## config.mk

```make
export PLATFORM = sky130hd
export DESIGN_NAME = derivative_instruction_expander
export DESIGN_NICKNAME = d
export VERILOG_FILES = /design/src/sv/die_pkg.sv /design/src/sv/die_expand_row.sv /design/src/sv/derivative_instruction_expander.sv
export VERILOG_INCLUDE_DIRS = /design/src /design/src/sv
export SDC_FILE = /design/constraint.sdc
export NUM_CORES = 2
export LEC_CHECK = 0
export ABC_AREA = 1
export ABC_CLOCK_PERIOD_IN_PS = 10100
export BUFFER_PORTS_ARGS = -buffer_cell sky130_fd_sc_hd__buf_2
export CAP_MARGIN = 20
export CELL_PAD_IN_SITES_DETAIL_PLACEMENT = 1
export CELL_PAD_IN_SITES_GLOBAL_PLACEMENT = 1
export CORE_ASPECT_RATIO = 0.6
export CORE_MARGIN = 4
export CORE_UTILIZATION = 45
export DETAILED_ROUTE_END_ITERATION = 10
export HOLD_SLACK_MARGIN = 0.1
export PLACE_DENSITY_LB_ADDON = 0.1
export SYNTH_ARGS = -nofsm -noshare
export SYNTH_HDL_FRONTEND = slang
export SYNTH_HIERARCHICAL = 1
export SYNTH_SLANG_ARGS = --single-unit
export TNS_END_PERCENT = 100
```

## constraint.sdc

```tcl
create_clock -name clk -period 10.1 [get_ports clk]
set_input_delay 1.515 -clock clk [delete_from_list [all_inputs] [get_ports clk]]
set_output_delay 1.515 -clock clk [all_outputs]
set_load 0.01 [all_outputs]
```

## src/sv/derivative_instruction_expander_assert.svh

```systemverilog
// Assertion macros for the derivative instruction expander.
// Used by the top level; relies on clk and rst being visible where expanded.
`ifndef DERIVATIVE_INSTRUCTION_EXPANDER_ASSERT_SVH
`define DERIVATIVE_INSTRUCTION_EXPANDER_ASSERT_SVH
`ifndef ASSERT_OFF
`define DIE_ASSERT_ALWAYS(lbl, cond, msg) \
  lbl: assert property (@(posedge clk) disable iff (rst) (cond)) else $error(msg);
`define DIE_ASSERT_IMPLIES(lbl, ante, cons, msg) \
  lbl: assert property (@(posedge clk) disable iff (rst) (ante) |-> (cons)) else $error(msg);
`define DIE_ASSERT_NEXT(lbl, ante, cons, msg) \
  lbl: assert property (@(posedge clk) disable iff (rst) (ante) |=> (cons)) else $error(msg);
`else
`define DIE_ASSERT_ALWAYS(lbl, cond, msg)
`define DIE_ASSERT_IMPLIES(lbl, ante, cons, msg)
`define DIE_ASSERT_NEXT(lbl, ante, cons, msg)
`endif
`endif

```

## src/sv/die_pkg.sv

```systemverilog
// Shared types and codes for the derivative instruction expander.
// Used by die_expand_row and derivative_instruction_expander; no dependencies.
package die_pkg;

  typedef enum logic [3:0] {
    OP_LOADID   = 4'd0,
    OP_LOADREAL = 4'd1,
    OP_LOADINT  = 4'd2,
    OP_NEG      = 4'd3,
    OP_ADD      = 4'd4,
    OP_SUB      = 4'd5,
    OP_MUL      = 4'd6,
    OP_DIV      = 4'd7,
    OP_POW      = 4'd8,
    OP_CALL0    = 4'd9,
    OP_CALL1    = 4'd10
  } die_op_t;

  localparam logic [1:0] ERR_NONE     = 2'd0;
  localparam logic [1:0] ERR_OPCODE   = 2'd1;
  localparam logic [1:0] ERR_OVERFLOW = 2'd2;

  localparam logic ACT_TRANSLATE = 1'b0;
  localparam logic ACT_MAP_LOAD  = 1'b1;

  localparam int CFG_IDX_W = 3;
  localparam logic [CFG_IDX_W-1:0] CFG_STMT_OFFSET = 3'd0;
  localparam logic [CFG_IDX_W-1:0] CFG_ZERO_CONST  = 3'd1;
  localparam logic [CFG_IDX_W-1:0] CFG_ONE_CONST   = 3'd2;
  localparam logic [CFG_IDX_W-1:0] CFG_LOG_SYMBOL  = 3'd3;
  localparam logic [CFG_IDX_W-1:0] CFG_WRT_SYMBOL  = 3'd4;
  localparam logic [CFG_IDX_W-1:0] CFG_FIRST_FREE  = 3'd5;

  localparam int STEP_W = 4;
  localparam logic [STEP_W-1:0] STEP_MAX = 4'd9;

  typedef struct packed {
    logic        action;
    logic [3:0]  opcode;
    logic [15:0] dest_reg;
    logic [15:0] operand_a;
    logic [15:0] operand_b;
  } in_item_t;

  typedef struct packed {
    logic [3:0]  out_opcode;
    logic [15:0] out_dest;
    logic [15:0] out_operand_a;
    logic [15:0] out_operand_b;
    logic        last;
    logic [1:0]  error_code;
  } out_item_t;

  typedef struct packed {
    logic [10:0] stmt_offset;
    logic [15:0] zero_const_index;
    logic [15:0] one_const_index;
    logic [7:0]  log_symbol_index;
    logic [7:0]  wrt_symbol_index;
    logic [15:0] first_free_register;
  } cfg_t;

  typedef struct packed {
    logic room_one;
    logic room_pow;
  } room_t;

  typedef struct packed {
    logic       done;
    logic       halt;
    logic [3:0] temp_inc;
  } step_t;

endpackage

```

## src/sv/die_expand_row.sv

```systemverilog
// Builds one emitted row of the derivative expansion for a given step.
// Depends on die_pkg for the item, configuration and status types.
module die_expand_row (
  input  die_pkg::in_item_t          item,
  input  logic [die_pkg::STEP_W-1:0] step_idx,
  input  die_pkg::cfg_t              cfg,
  input  logic [15:0]                tbase,
  input  logic [7:0]                 map_sym,
  input  die_pkg::room_t             room,
  output die_pkg::out_item_t         row,
  output die_pkg::step_t             status
);
  import die_pkg::*;

  logic [15:0] d_dest_reg;
  logic [15:0] d_a_reg;
  logic [15:0] d_b_reg;
  logic [15:0] t0, t1, t2, t3, t4, t5, t6, t7;
  logic [3:0]  d_op;
  logic [15:0] d_dest;
  logic [15:0] d_a;
  logic [15:0] d_b;
  logic        d_last;
  logic        valid_op;
  logic        need_pow_room;
  logic [3:0]  inc;

  assign d_dest_reg = item.dest_reg + 16'(cfg.stmt_offset);
  assign d_a_reg    = item.operand_a + 16'(cfg.stmt_offset);
  assign d_b_reg    = item.operand_b + 16'(cfg.stmt_offset);
  assign t0 = tbase;
  assign t1 = tbase + 16'd1;
  assign t2 = tbase + 16'd2;
  assign t3 = tbase + 16'd3;
  assign t4 = tbase + 16'd4;
  assign t5 = tbase + 16'd5;
  assign t6 = tbase + 16'd6;
  assign t7 = tbase + 16'd7;

  always_comb begin
    d_op          = OP_LOADREAL;
    d_dest        = d_dest_reg;
    d_a           = '0;
    d_b           = '0;
    d_last        = 1'b0;
    valid_op      = 1'b1;
    need_pow_room = 1'b0;
    inc           = 4'd0;
    case (item.opcode)
      OP_LOADID: begin
        d_a    = (item.operand_a == {8'd0, cfg.wrt_symbol_index}) ?
                 cfg.one_const_index : cfg.zero_const_index;
        d_last = 1'b1;
      end
      OP_LOADREAL, OP_LOADINT, OP_CALL0: begin
        d_a    = cfg.zero_const_index;
        d_last = 1'b1;
      end
      OP_NEG: begin
        d_op   = OP_NEG;
        d_a    = d_a_reg;
        d_last = 1'b1;
      end
      OP_ADD, OP_SUB: begin
        d_op   = item.opcode;
        d_a    = d_a_reg;
        d_b    = d_b_reg;
        d_last = 1'b1;
      end
      OP_MUL: begin
        inc = 4'd1;
        case (step_idx)
          4'd1: begin
            d_op = OP_MUL; d_dest = t0; d_a = item.operand_a; d_b = d_b_reg;
          end
          4'd2: begin
            d_op = OP_MUL; d_a = d_a_reg; d_b = item.operand_b;
          end
          default: begin
            d_op = OP_ADD; d_a = t0; d_b = d_dest_reg; d_last = 1'b1;
          end
        endcase
      end
      OP_DIV: begin
        inc = 4'd1;
        case (step_idx)
          4'd1: begin
            d_op = OP_DIV; d_dest = t0; d_a = d_a_reg; d_b = item.operand_b;
          end
          4'd2: begin
            d_op = OP_DIV; d_a = d_b_reg; d_b = item.operand_b;
          end
          4'd3: begin
            d_op = OP_MUL; d_a = item.dest_reg; d_b = d_dest_reg;
          end
          default: begin
            d_op = OP_SUB; d_a = t0; d_b = d_dest_reg; d_last = 1'b1;
          end
        endcase
      end
      OP_POW: begin
        inc           = 4'd8;
        need_pow_room = (step_idx == 4'd1);
        case (step_idx)
          4'd1: begin
            d_op = OP_CALL1; d_dest = t0;
            d_a = {8'd0, cfg.log_symbol_index}; d_b = item.operand_a;
          end
          4'd2: begin
            d_op = OP_MUL; d_dest = t1; d_a = d_b_reg; d_b = t0;
          end
          4'd3: begin
            d_op = OP_MUL; d_dest = t2; d_a = t1; d_b = item.dest_reg;
          end
          4'd4: begin
            d_op = OP_MUL; d_dest = t3; d_a = item.operand_b; d_b = d_a_reg;
          end
          4'd5: begin
            d_op = OP_LOADREAL; d_dest = t4;
            d_a = cfg.one_const_index; d_b = cfg.one_const_index;
          end
          4'd6: begin
            d_op = OP_SUB; d_dest = t5; d_a = item.operand_b; d_b = t4;
          end
          4'd7: begin
            d_op = OP_POW; d_dest = t6; d_a = item.operand_a; d_b = t5;
          end
          4'd8: begin
            d_op = OP_MUL; d_dest = t7; d_a = t3; d_b = t6;
          end
          default: begin
            d_op = OP_ADD; d_a = t2; d_b = t7; d_last = 1'b1;
          end
        endcase
      end
      OP_CALL1: begin
        inc = 4'd1;
        case (step_idx)
          4'd1: begin
            d_op = OP_CALL1; d_dest = t0; d_a = {8'd0, map_sym}; d_b = item.operand_b;
          end
          default: begin
            d_op = OP_MUL; d_a = t0; d_b = d_b_reg; d_last = 1'b1;
          end
        endcase
      end
      default: begin
        valid_op = 1'b0;
      end
    endcase
  end

  always_comb begin
    row             = '0;
    status          = '0;
    status.temp_inc = inc;
    if (step_idx == '0) begin
      if (!room.room_one) begin
        row.last        = 1'b1;
        row.error_code  = ERR_OVERFLOW;
        status.done     = 1'b1;
        status.halt     = 1'b1;
      end else begin
        row.out_opcode    = item.opcode;
        row.out_dest      = item.dest_reg;
        row.out_operand_a = item.operand_a;
        row.out_operand_b = item.operand_b;
      end
    end else if (!valid_op) begin
      row.last       = 1'b1;
      row.error_code = ERR_OPCODE;
      status.done    = 1'b1;
      status.halt    = 1'b1;
    end else if (!(need_pow_room ? room.room_pow : room.room_one)) begin
      row.last       = 1'b1;
      row.error_code = ERR_OVERFLOW;
      status.done    = 1'b1;
      status.halt    = 1'b1;
    end else begin
      row.out_opcode    = d_op;
      row.out_dest      = d_dest;
      row.out_operand_a = d_a;
      row.out_operand_b = d_b;
      row.last          = d_last;
      status.done       = d_last;
    end
  end

endmodule

```

## src/sv/derivative_instruction_expander.sv

```systemverilog
// Top level of the derivative instruction expander: front stages, map memory and sequencer.
// Depends on die_pkg, die_expand_row and derivative_instruction_expander_assert.svh.
// A translate transfer yields one emitted instruction per clock while result_ready allows:
// the original instruction, then its derivative instructions (2 to 10 rows in all, or the
// error row that halts the block), and an item holds the sequencer until its last row. Map
// loads and translates arriving while halted pass through it and emit nothing. Items enter
// through a two-stage front end (map index reduction, then the synchronous map memory read or
// write), so the first row of an item appears only after both stages, while the next item
// is accepted and prepared during the current expansion. The single output register, fed one
// row per cycle while result_ready allows, sets the rate. The map needs no clearing pass.
`include "derivative_instruction_expander_assert.svh"

module derivative_instruction_expander #(
  parameter int MAP_ENTRIES    = 256,
  parameter int MAX_STMT_INDEX = 1024
) (
  input  logic                              clk,
  input  logic                              rst,
  input  logic                              item_valid,
  output logic                              item_ready,
  input  die_pkg::in_item_t                 item,
  output logic                              result_valid,
  input  logic                              result_ready,
  output die_pkg::out_item_t                result,
  input  logic                              cfg_write,
  input  logic [die_pkg::CFG_IDX_W-1:0]     cfg_index,
  input  logic [15:0]                       cfg_data
);
  import die_pkg::*;

  localparam int MAP_AW = $clog2(MAP_ENTRIES);
  localparam int RW     = 34 - MAP_AW;
  localparam int QW     = RW - 16;
  localparam logic [RW-1:0] MAP_RECIP = RW'((64'd1 << 32) / MAP_ENTRIES + 1);
  localparam int ECW    = $clog2(MAX_STMT_INDEX + 2);

  cfg_t                 cfg;
  logic                 s0_valid;
  in_item_t             s0_item;
  logic [QW-1:0]        s0_q;
  logic                 s1_valid;
  in_item_t             s1_item;
  logic [7:0]           map_rdata;
  logic [7:0]           deriv_map [MAP_ENTRIES];
  logic [STEP_W-1:0]    step_idx;
  logic [ECW-1:0]       emitted_count;
  logic [15:0]          temp_count;
  logic                 halted;

  logic [RW+15:0]       map_prod;
  logic [15:0]          q_times_m;
  logic [15:0]          map_index_full;
  logic [MAP_AW-1:0]    map_addr;
  logic                 res_free;
  logic                 emit;
  logic                 s1_skip;
  logic                 s1_done;
  logic                 s1_take;
  logic                 s0_move;
  logic [15:0]          tbase;
  room_t                room;
  out_item_t            row;
  step_t                status;

  assign map_prod       = (RW+16)'(item.operand_a) * (RW+16)'(MAP_RECIP);
  assign q_times_m      = 16'(s0_q) * 16'(MAP_ENTRIES);
  assign map_index_full = s0_item.operand_a - q_times_m;
  assign map_addr       = map_index_full[MAP_AW-1:0];

  assign res_free   = !result_valid || result_ready;
  assign s1_skip    = s1_valid && ((s1_item.action == ACT_MAP_LOAD) || halted);
  assign emit       = s1_valid && (s1_item.action == ACT_TRANSLATE) && !halted && res_free;
  assign s1_done    = s1_skip || (emit && status.done);
  assign s1_take    = !s1_valid || s1_done;
  assign s0_move    = s0_valid && s1_take;
  assign item_ready = !s0_valid || s1_take;

  assign tbase         = cfg.first_free_register + temp_count;
  assign room.room_one = (emitted_count <= ECW'(MAX_STMT_INDEX));
  assign room.room_pow = ({1'b0, emitted_count} + (ECW+1)'(8)) <= (ECW+1)'(MAX_STMT_INDEX);

  die_expand_row u_row (
    .item     (s1_item),
    .step_idx (step_idx),
    .cfg      (cfg),
    .tbase    (tbase),
    .map_sym  (map_rdata),
    .room     (room),
    .row      (row),
    .status   (status)
  );

  always_ff @(posedge clk) begin
    if (s0_move) begin
      if (s0_item.action == ACT_MAP_LOAD) begin
        deriv_map[map_addr] <= s0_item.operand_b[7:0];
      end else begin
        map_rdata <= deriv_map[map_addr];
      end
    end
  end

  always_ff @(posedge clk) begin
    if (item_ready) begin
      s0_item <= item;
      s0_q    <= map_prod[RW+15:32];
    end
    if (s0_move) begin
      s1_item <= s0_item;
    end
    if (emit) begin
      result <= row;
    end
  end

  always_ff @(posedge clk) begin
    if (rst) begin
      s0_valid      <= 1'b0;
      s1_valid      <= 1'b0;
      result_valid  <= 1'b0;
      step_idx      <= '0;
      emitted_count <= '0;
      temp_count    <= '0;
      halted        <= 1'b0;
      cfg.stmt_offset         <= '0;
      cfg.zero_const_index    <= '0;
      cfg.one_const_index     <= 16'd1;
      cfg.log_symbol_index    <= '0;
      cfg.wrt_symbol_index    <= '0;
      cfg.first_free_register <= '0;
    end else begin
      if (item_ready) begin
        s0_valid <= item_valid;
      end
      if (s1_take) begin
        s1_valid <= s0_valid;
      end
      if (res_free) begin
        result_valid <= emit;
      end
      if (s1_done) begin
        step_idx <= '0;
      end else if (emit) begin
        step_idx <= step_idx + 4'd1;
      end
      if (emit && (row.error_code == ERR_NONE)) begin
        emitted_count <= emitted_count + ECW'(1);
      end
      if (emit && status.done && !status.halt) begin
        temp_count <= temp_count + 16'(status.temp_inc);
      end
      if (emit && status.halt) begin
        halted <= 1'b1;
      end
      if (cfg_write) begin
        case (cfg_index)
          CFG_STMT_OFFSET: cfg.stmt_offset         <= cfg_data[10:0];
          CFG_ZERO_CONST:  cfg.zero_const_index    <= cfg_data;
          CFG_ONE_CONST:   cfg.one_const_index     <= cfg_data;
          CFG_LOG_SYMBOL:  cfg.log_symbol_index    <= cfg_data[7:0];
          CFG_WRT_SYMBOL:  cfg.wrt_symbol_index    <= cfg_data[7:0];
          CFG_FIRST_FREE:  cfg.first_free_register <= cfg_data;
          default: ;
        endcase
      end
    end
  end

  `DIE_ASSERT_ALWAYS(a_count_bound, emitted_count <= ECW'(MAX_STMT_INDEX + 1), "Statement count beyond limit")
  `DIE_ASSERT_ALWAYS(a_step_bound, step_idx <= STEP_MAX, "Expansion step out of range")
  `DIE_ASSERT_NEXT(a_halt_sticky, halted, halted, "Halt cleared without reset")
  `DIE_ASSERT_NEXT(a_error_halts, emit && status.halt, halted, "Error row did not halt the block")
  `DIE_ASSERT_IMPLIES(a_error_last, result_valid && (result.error_code != ERR_NONE), result.last, "Error row not marked last")

endmodule
```

# After elaboration in Yosys (flattened, before gate mapping)
# Memory sizes are Yosys's and may differ from the RTL's. A register that Yosys moved wholly into a read port is not among the register bits.
# Cells that the tools add are included.
# totals
inputBits	77
word_cells	159
regBits	271
ram_bits	2048
memories	1
out_inout_bits	57
# op_classes
add_sub_neg	16
n_eq_ne	24
order_cmp	2
bitwise_logic	2
n_mux	43
reduce_logical	42
# mem_list
memory	words	word_bits	rd	rd_ports_with_merged_regs	write_ports	line_no	source
deriv_map	256	8	1	1	1	derivative_instruction_expander.sv:44	logic [7:0] deriv_map [MAP_ENTRIES];
# op_table
op	count
16-bit one-hot mux with 8 select lines	2
16-bit one-hot mux with 7 select lines	2
52-bit 2-to-1 mux	3
16-bit one-hot mux with 2 select lines	3
16-bit 2-to-1 mux	5
16-bit one-hot mux with 5 select lines	1
16-bit by 3-bit adder with 16-bit output (second input constant)	4
55-bit 2-to-1 mux	1
16-bit by 11-bit adder with 16-bit output	3
16-bit one-hot mux with 3 select lines	1
16-bit by 2-bit adder with 16-bit output (second input constant)	2
4-bit by 3-bit == test with 1-bit output (second input constant)	8
4-bit one-hot mux with 6 select lines	1
4-bit one-hot mux with 5 select lines	1
16-bit by 1-bit adder with 16-bit output (second input constant)	1
16-bit adder	1
16-bit by 4-bit adder with 16-bit output	1
16-bit by 8-bit == test with 1-bit output	1
4-bit by 2-bit == test with 1-bit output (second input constant)	4
4-bit == test (second input constant)	4
2-bit AND reduction	7
11-bit by 4-bit adder with 12-bit output (second input constant)	1
12-bit by 11-bit <= comparator with 1-bit output (second input constant)	1
1-bit 2-to-1 mux	12
other kinds (27)	59

# Longest topological paths before layout
# depth
depth_word	13
ltp_mapped	24
depth_no_buf	23

# By module
# The synthesis kept the hierarchy.
# by_module_without_submodules
module	n_inst	seq_area_each_um2	cells_each	area_each_um2
derivative_instruction_expander	1	68776.0	8820	94524.4
die_expand_row	1	0.0	2217	10485.1

# Worst setup path before layout
# Ideal clock, no wire load.
# synth_path
path_kind	input -> output
startpoint	input result_ready
endpoint	output item_ready
path_buffers	0
stages	6
path_slack_ns	4.423
arrival_time_ns	4.162
cell_sequence	inv_1 a21oi_4 nand2_2 inv_2 nor2_2 nand2_1
# synth_between
elab_chain_cells	6
# synth_rtl
item	line_no	source
from (decl)	derivative_instruction_expander.sv:23	input logic result_ready,
1-bit logical OR	derivative_instruction_expander.sv:70	assign res_free = !result_valid || result_ready;
1-bit logical AND	derivative_instruction_expander.sv:72	assign emit = s1_valid && (s1_item.action == ACT_TRANSLATE) && !halted && res_free;
via emit	derivative_instruction_expander.sv:55	logic emit;
1-bit logical AND	derivative_instruction_expander.sv:73	assign s1_done = s1_skip || (emit && status.done);
1-bit logical OR	derivative_instruction_expander.sv:73	
1-bit logical OR	derivative_instruction_expander.sv:74	assign s1_take = !s1_valid || s1_done;
1-bit logical OR	derivative_instruction_expander.sv:76	assign item_ready = !s0_valid || s1_take;
to (decl)	derivative_instruction_expander.sv:20	output logic item_ready,
# The timed path passes the listed nets, and every way through them passes these cells.

# Worst setup path in the final report
# layout_path
startpoint	register step_idx[0]
endpoint	memory deriv_map[31][3], enable pin
# layout_between
elab_chain_cells	13
word_cells_on_any_way	28
classes_between	eq/ne: 8; mux: 12; reduce/logical: 8
# layout_rtl
item	line_no	source
from (decl)	derivative_instruction_expander.sv:45	logic [STEP_W-1:0] step_idx;
from (signal assigned)	derivative_instruction_expander.sv:144	step_idx <= step_idx + 4'd1;
4-bit by 2-bit == test with 1-bit output, or another cell as far along	die_expand_row.sv:72, die_expand_row.sv:86, die_expand_row.sv:104	
8-bit OR reduction (no source line), or another cell as far along	--	
1-bit 2-to-1 mux, on equally long branches	die_expand_row.sv:104, die_expand_row.sv:72, die_expand_row.sv:86	
1-bit one-hot mux with 5 select lines	die_expand_row.sv:49	case (item.opcode)
1-bit 2-to-1 mux	die_expand_row.sv:174	end else if (!(need_pow_room ? room.room_pow : room.room_one)) begin
2-bit 2-to-1 mux	die_expand_row.sv:169	end else if (!valid_op) begin
2-bit 2-to-1 mux (*)	die_expand_row.sv:157	if (step_idx == '0) begin
1-bit logical AND (*)	derivative_instruction_expander.sv:73	
1-bit logical OR (*)	derivative_instruction_expander.sv:73	
1-bit logical OR (*)	derivative_instruction_expander.sv:74	
1-bit logical AND (*)	derivative_instruction_expander.sv:75	assign s0_move = s0_valid && s1_take;
via s0_move	derivative_instruction_expander.sv:59	logic s0_move;
1-bit 2-to-1 mux (*)	derivative_instruction_expander.sv:94	if (s0_move) begin
1-bit 2-to-1 mux (implied by the code) (*)	derivative_instruction_expander.sv:96	deriv_map[map_addr] <= s0_item.operand_b[7:0];
to (decl)	derivative_instruction_expander.sv:44	
# Mark *: on every way through the listed nets, which the timed path passes. The rest lies on a longest branch.

==> metrics.cfg <==
[floorplan]
core_um2=232300
die_y_um=382.2
io_pins=134
rows=137
start_util_pct=45.21
die-area_um2=241400
dieWidth_um=631.6

[logic_synthesis]
synth.top_cell.area_share_pct=63.40
synth-edff-count=2217
yosys_warnings=6
synth_cells=11037
synth_cell_types=60
synth.cell_area_um2=105000
synth_flop_cell=edfxtp_1
ys_async_sr_fraction_pct=0
yosysTopAreaCell=edfxtp_1
yosys_register_bits=2327
synth_area_leaders=edfxtp_1, nand2_1, nor2_1
ys_seq_area_share_pct=65.50
synthTopCellsByCount=nand2_1, edfxtp_1, nor2_1, nand3_1, clkbuf_1
avgSynthCellArea_um2=9.514
synth.most_common_cell=nand2_1

[clock_tree]
clock_latency_ns=0.90
clk_pin_slew_ns=0.08
root_buffer=clkbuf_16
ctsHoldBuffers=0
cts_setup_buffers=0
tritoncts.num_buffers=222
cts_tree=built
ctsResizeCount=0
cts.sinks=2327
htreeDepth=4
clock_path_buffers=4

[global_routing]
antenna_found_initial=37
grt_overflow=0
grt_pass1_wl_mm=584.7
grt_use_total_pct=33.58
grt_max_degree=202
grt_pass1_vias=80078

[min_path]
holdPathEnd=s1_item[8]
hold_depth=0
hold_start=s0_item[8]
worstHoldPathType=reg -> reg

[drt]
drc=0
wire_per_inst_um=28.78
drtPass1Iterations=8
dr.first_iter.drc_count=11415
vias=82154
drtAntennaViolNets=0
viasPerCell=5.728
routed_wl_mm=412.8

[layout]
layout.nets=11178
drive_gt1_share_pct=6.771
area_growth_pct=10.77

[sta]
hold_viol=0
report.final.setup_viol=0
setup_ws_ns=2.362
worst_pin_slew_ns=1.205
rsz0062_at_grt=false
post-route-period-util_pct=76.62
fin_crit_ns=7.738
slew_viol_final=0
clock-skew-final_ns=0.06102
tns_ns=0
maxSlewHeadroom_pct=19.57
fmax_mhz=129.2

[placement]
post-dp-hpwl_mm=281.2
post-place-ws_ns=2.751
place_congestion=1.083
portBuffers=133

[power]
peakVddDrop_mv=0.1591
p_leak_nw=47.03
powerDensity_nw_per_um2=179.3

[run_status]
status=complete, no violations

[worst_setup_path]
crit_path_end_kind=register
startpoint_type=register
crit_type=reg -> reg
r2r-start=step_idx[0]
crit_fanout=41
crit_arrival_ns=8.22
reg2reg_slack_ns=2.36
ff2ff_path_depth=15
rr_endpoint=deriv_map[31][3]
required_ns=10.58

[flow_run]
max_cap_viol_count=0

## worst max-delay path: stages, from the launching register on
cell	delay, ns
dfxtp_1	0.65
nor2_4	0.14
nand3_2	0.53
inv_2	0.54
nor2_4	0.18
buf_4	0.51
nand2_1	0.62
a41oi_1	0.53
nand2_2	0.12
inv_2	0.09
nor2_2	0.06
nor2_4	0.51
inv_2	0.11
nor2_4	0.63
nand4_1	1.05
nor2_1	0.98
## area by class of cell
class | instances | area (um^2)
Timing Repair Buffer | 296 | 2111
Tap cell | 3127 | 3913
Inverter | 352 | 1344
Clock inverter | 141 | 1455
Fill cell | 25964 | 115900
Multi-Input combinational cell | 7833 | 32900
Antenna cell | 6 | 15.01
Clock buffer | 261 | 5811
Sequential cell | 2327 | 68780
## state kept, by name, summed over array words and instances, names as in the netlist
signal,flops
map_rdata,8
s1_item,53
halted,1
result_valid,1
emitted_count,11
s1_valid,1
s0_valid,1
cfg,75
deriv_map,2048
s0_item,53
temp_count,16
step_idx,4
result,55
## worst max-delay path by stage
stage                            start          endpoint  slack [ns]  depth (start not counted)
after floorplan           result_ready        item_ready        4.42                          6
after global placement     step_idx[0]   deriv_map[3][7]        2.78                         15
after detailed placement   step_idx[0]  deriv_map[46][6]        2.75                         15
after CTS                  step_idx[0]  deriv_map[36][6]        2.71                         15
after global routing       step_idx[0]  deriv_map[31][3]        2.34                         15
final                      step_idx[0]  deriv_map[31][3]        2.36                         15
## cell families (layout without fill, tap and decap cells)
kind of cell / after synthesis / after routing / share of synthesized area [%]
flip-flops: 2327 / 2327 / 65.50
adder cells (fa/ha/maj): 69 / 69 / 0.8579
XOR/XNOR: 75 / 75 / 0.6255
AO/OA/AOI/OAI: 665 / 665 / 3.398
buffers and inverters: 878 / 1050 / 3.343
other: 1 / 8 / 0.003571
AND/OR/NAND/NOR: 7022 / 7022 / 26.28
## routing by layer
metal	track usage, %	part of all wire, %
met5	0.6944	0.072
met4	5.201	1.5
met3	13.31	14
met2	41.83	37
met1	54.37	47
## layout by cell type, fill, tap and decap left out, drive strengths merged, types with 2 or more instances in the layout
master and instances:
diode 6, a21boi 2, nand3 493, a22oi 5, nand3b 13, dfxtp 110, nor2 757, or2 8
nand4 47, buf 293, ha 64, a31oi 4, nand2 5667, a21o 3, a21oi 165, clkinv 90
conb 2, clkbuf 264, and3 2, o2111ai 3, a221oi 5, xor2 61, o21bai 4, edfxtp 2217
fa 5, bufinv 27, xnor2 14, nor3 27, o211ai 16, o31ai 3, o21a 2, o22ai 40
clkinvlp 21, and2 6, inv 355, o21ai 407
## per-stage QoR
step | std cells | area, um^2 | hold slack, ns | util, % | total power [W]
final | 14343 | 116300 | 0.4209 | 50.08 | 0.02086
after global routing | 14338 | 116300 | 0.4291 | 50.08 | 0.02152
after CTS | 14330 | 116200 | 0.4224 | 50.04 | 0.02092
after detailed placement | 13928 | 109000 | 0.4056 | 46.91 | 0.01243
after global placement | 13925 | 108900 | 0.4026 | 46.90 | 0.01241
after floorplan | 11038 | 105000 | 0.4003 | - | 0.01171
## power breakdown
part / total (W) / switching (W) / internal, W
clock: 0.00857 / 0.00377 / 0.00480
sequential: 0.0107 / 0.0000613 / 0.0106
combinational: 0.00161 / 0.00129 / 0.000324
total: 0.0209 / 0.00512 / 0.0157
Note: power is estimated with default switching activity, not from simulation.
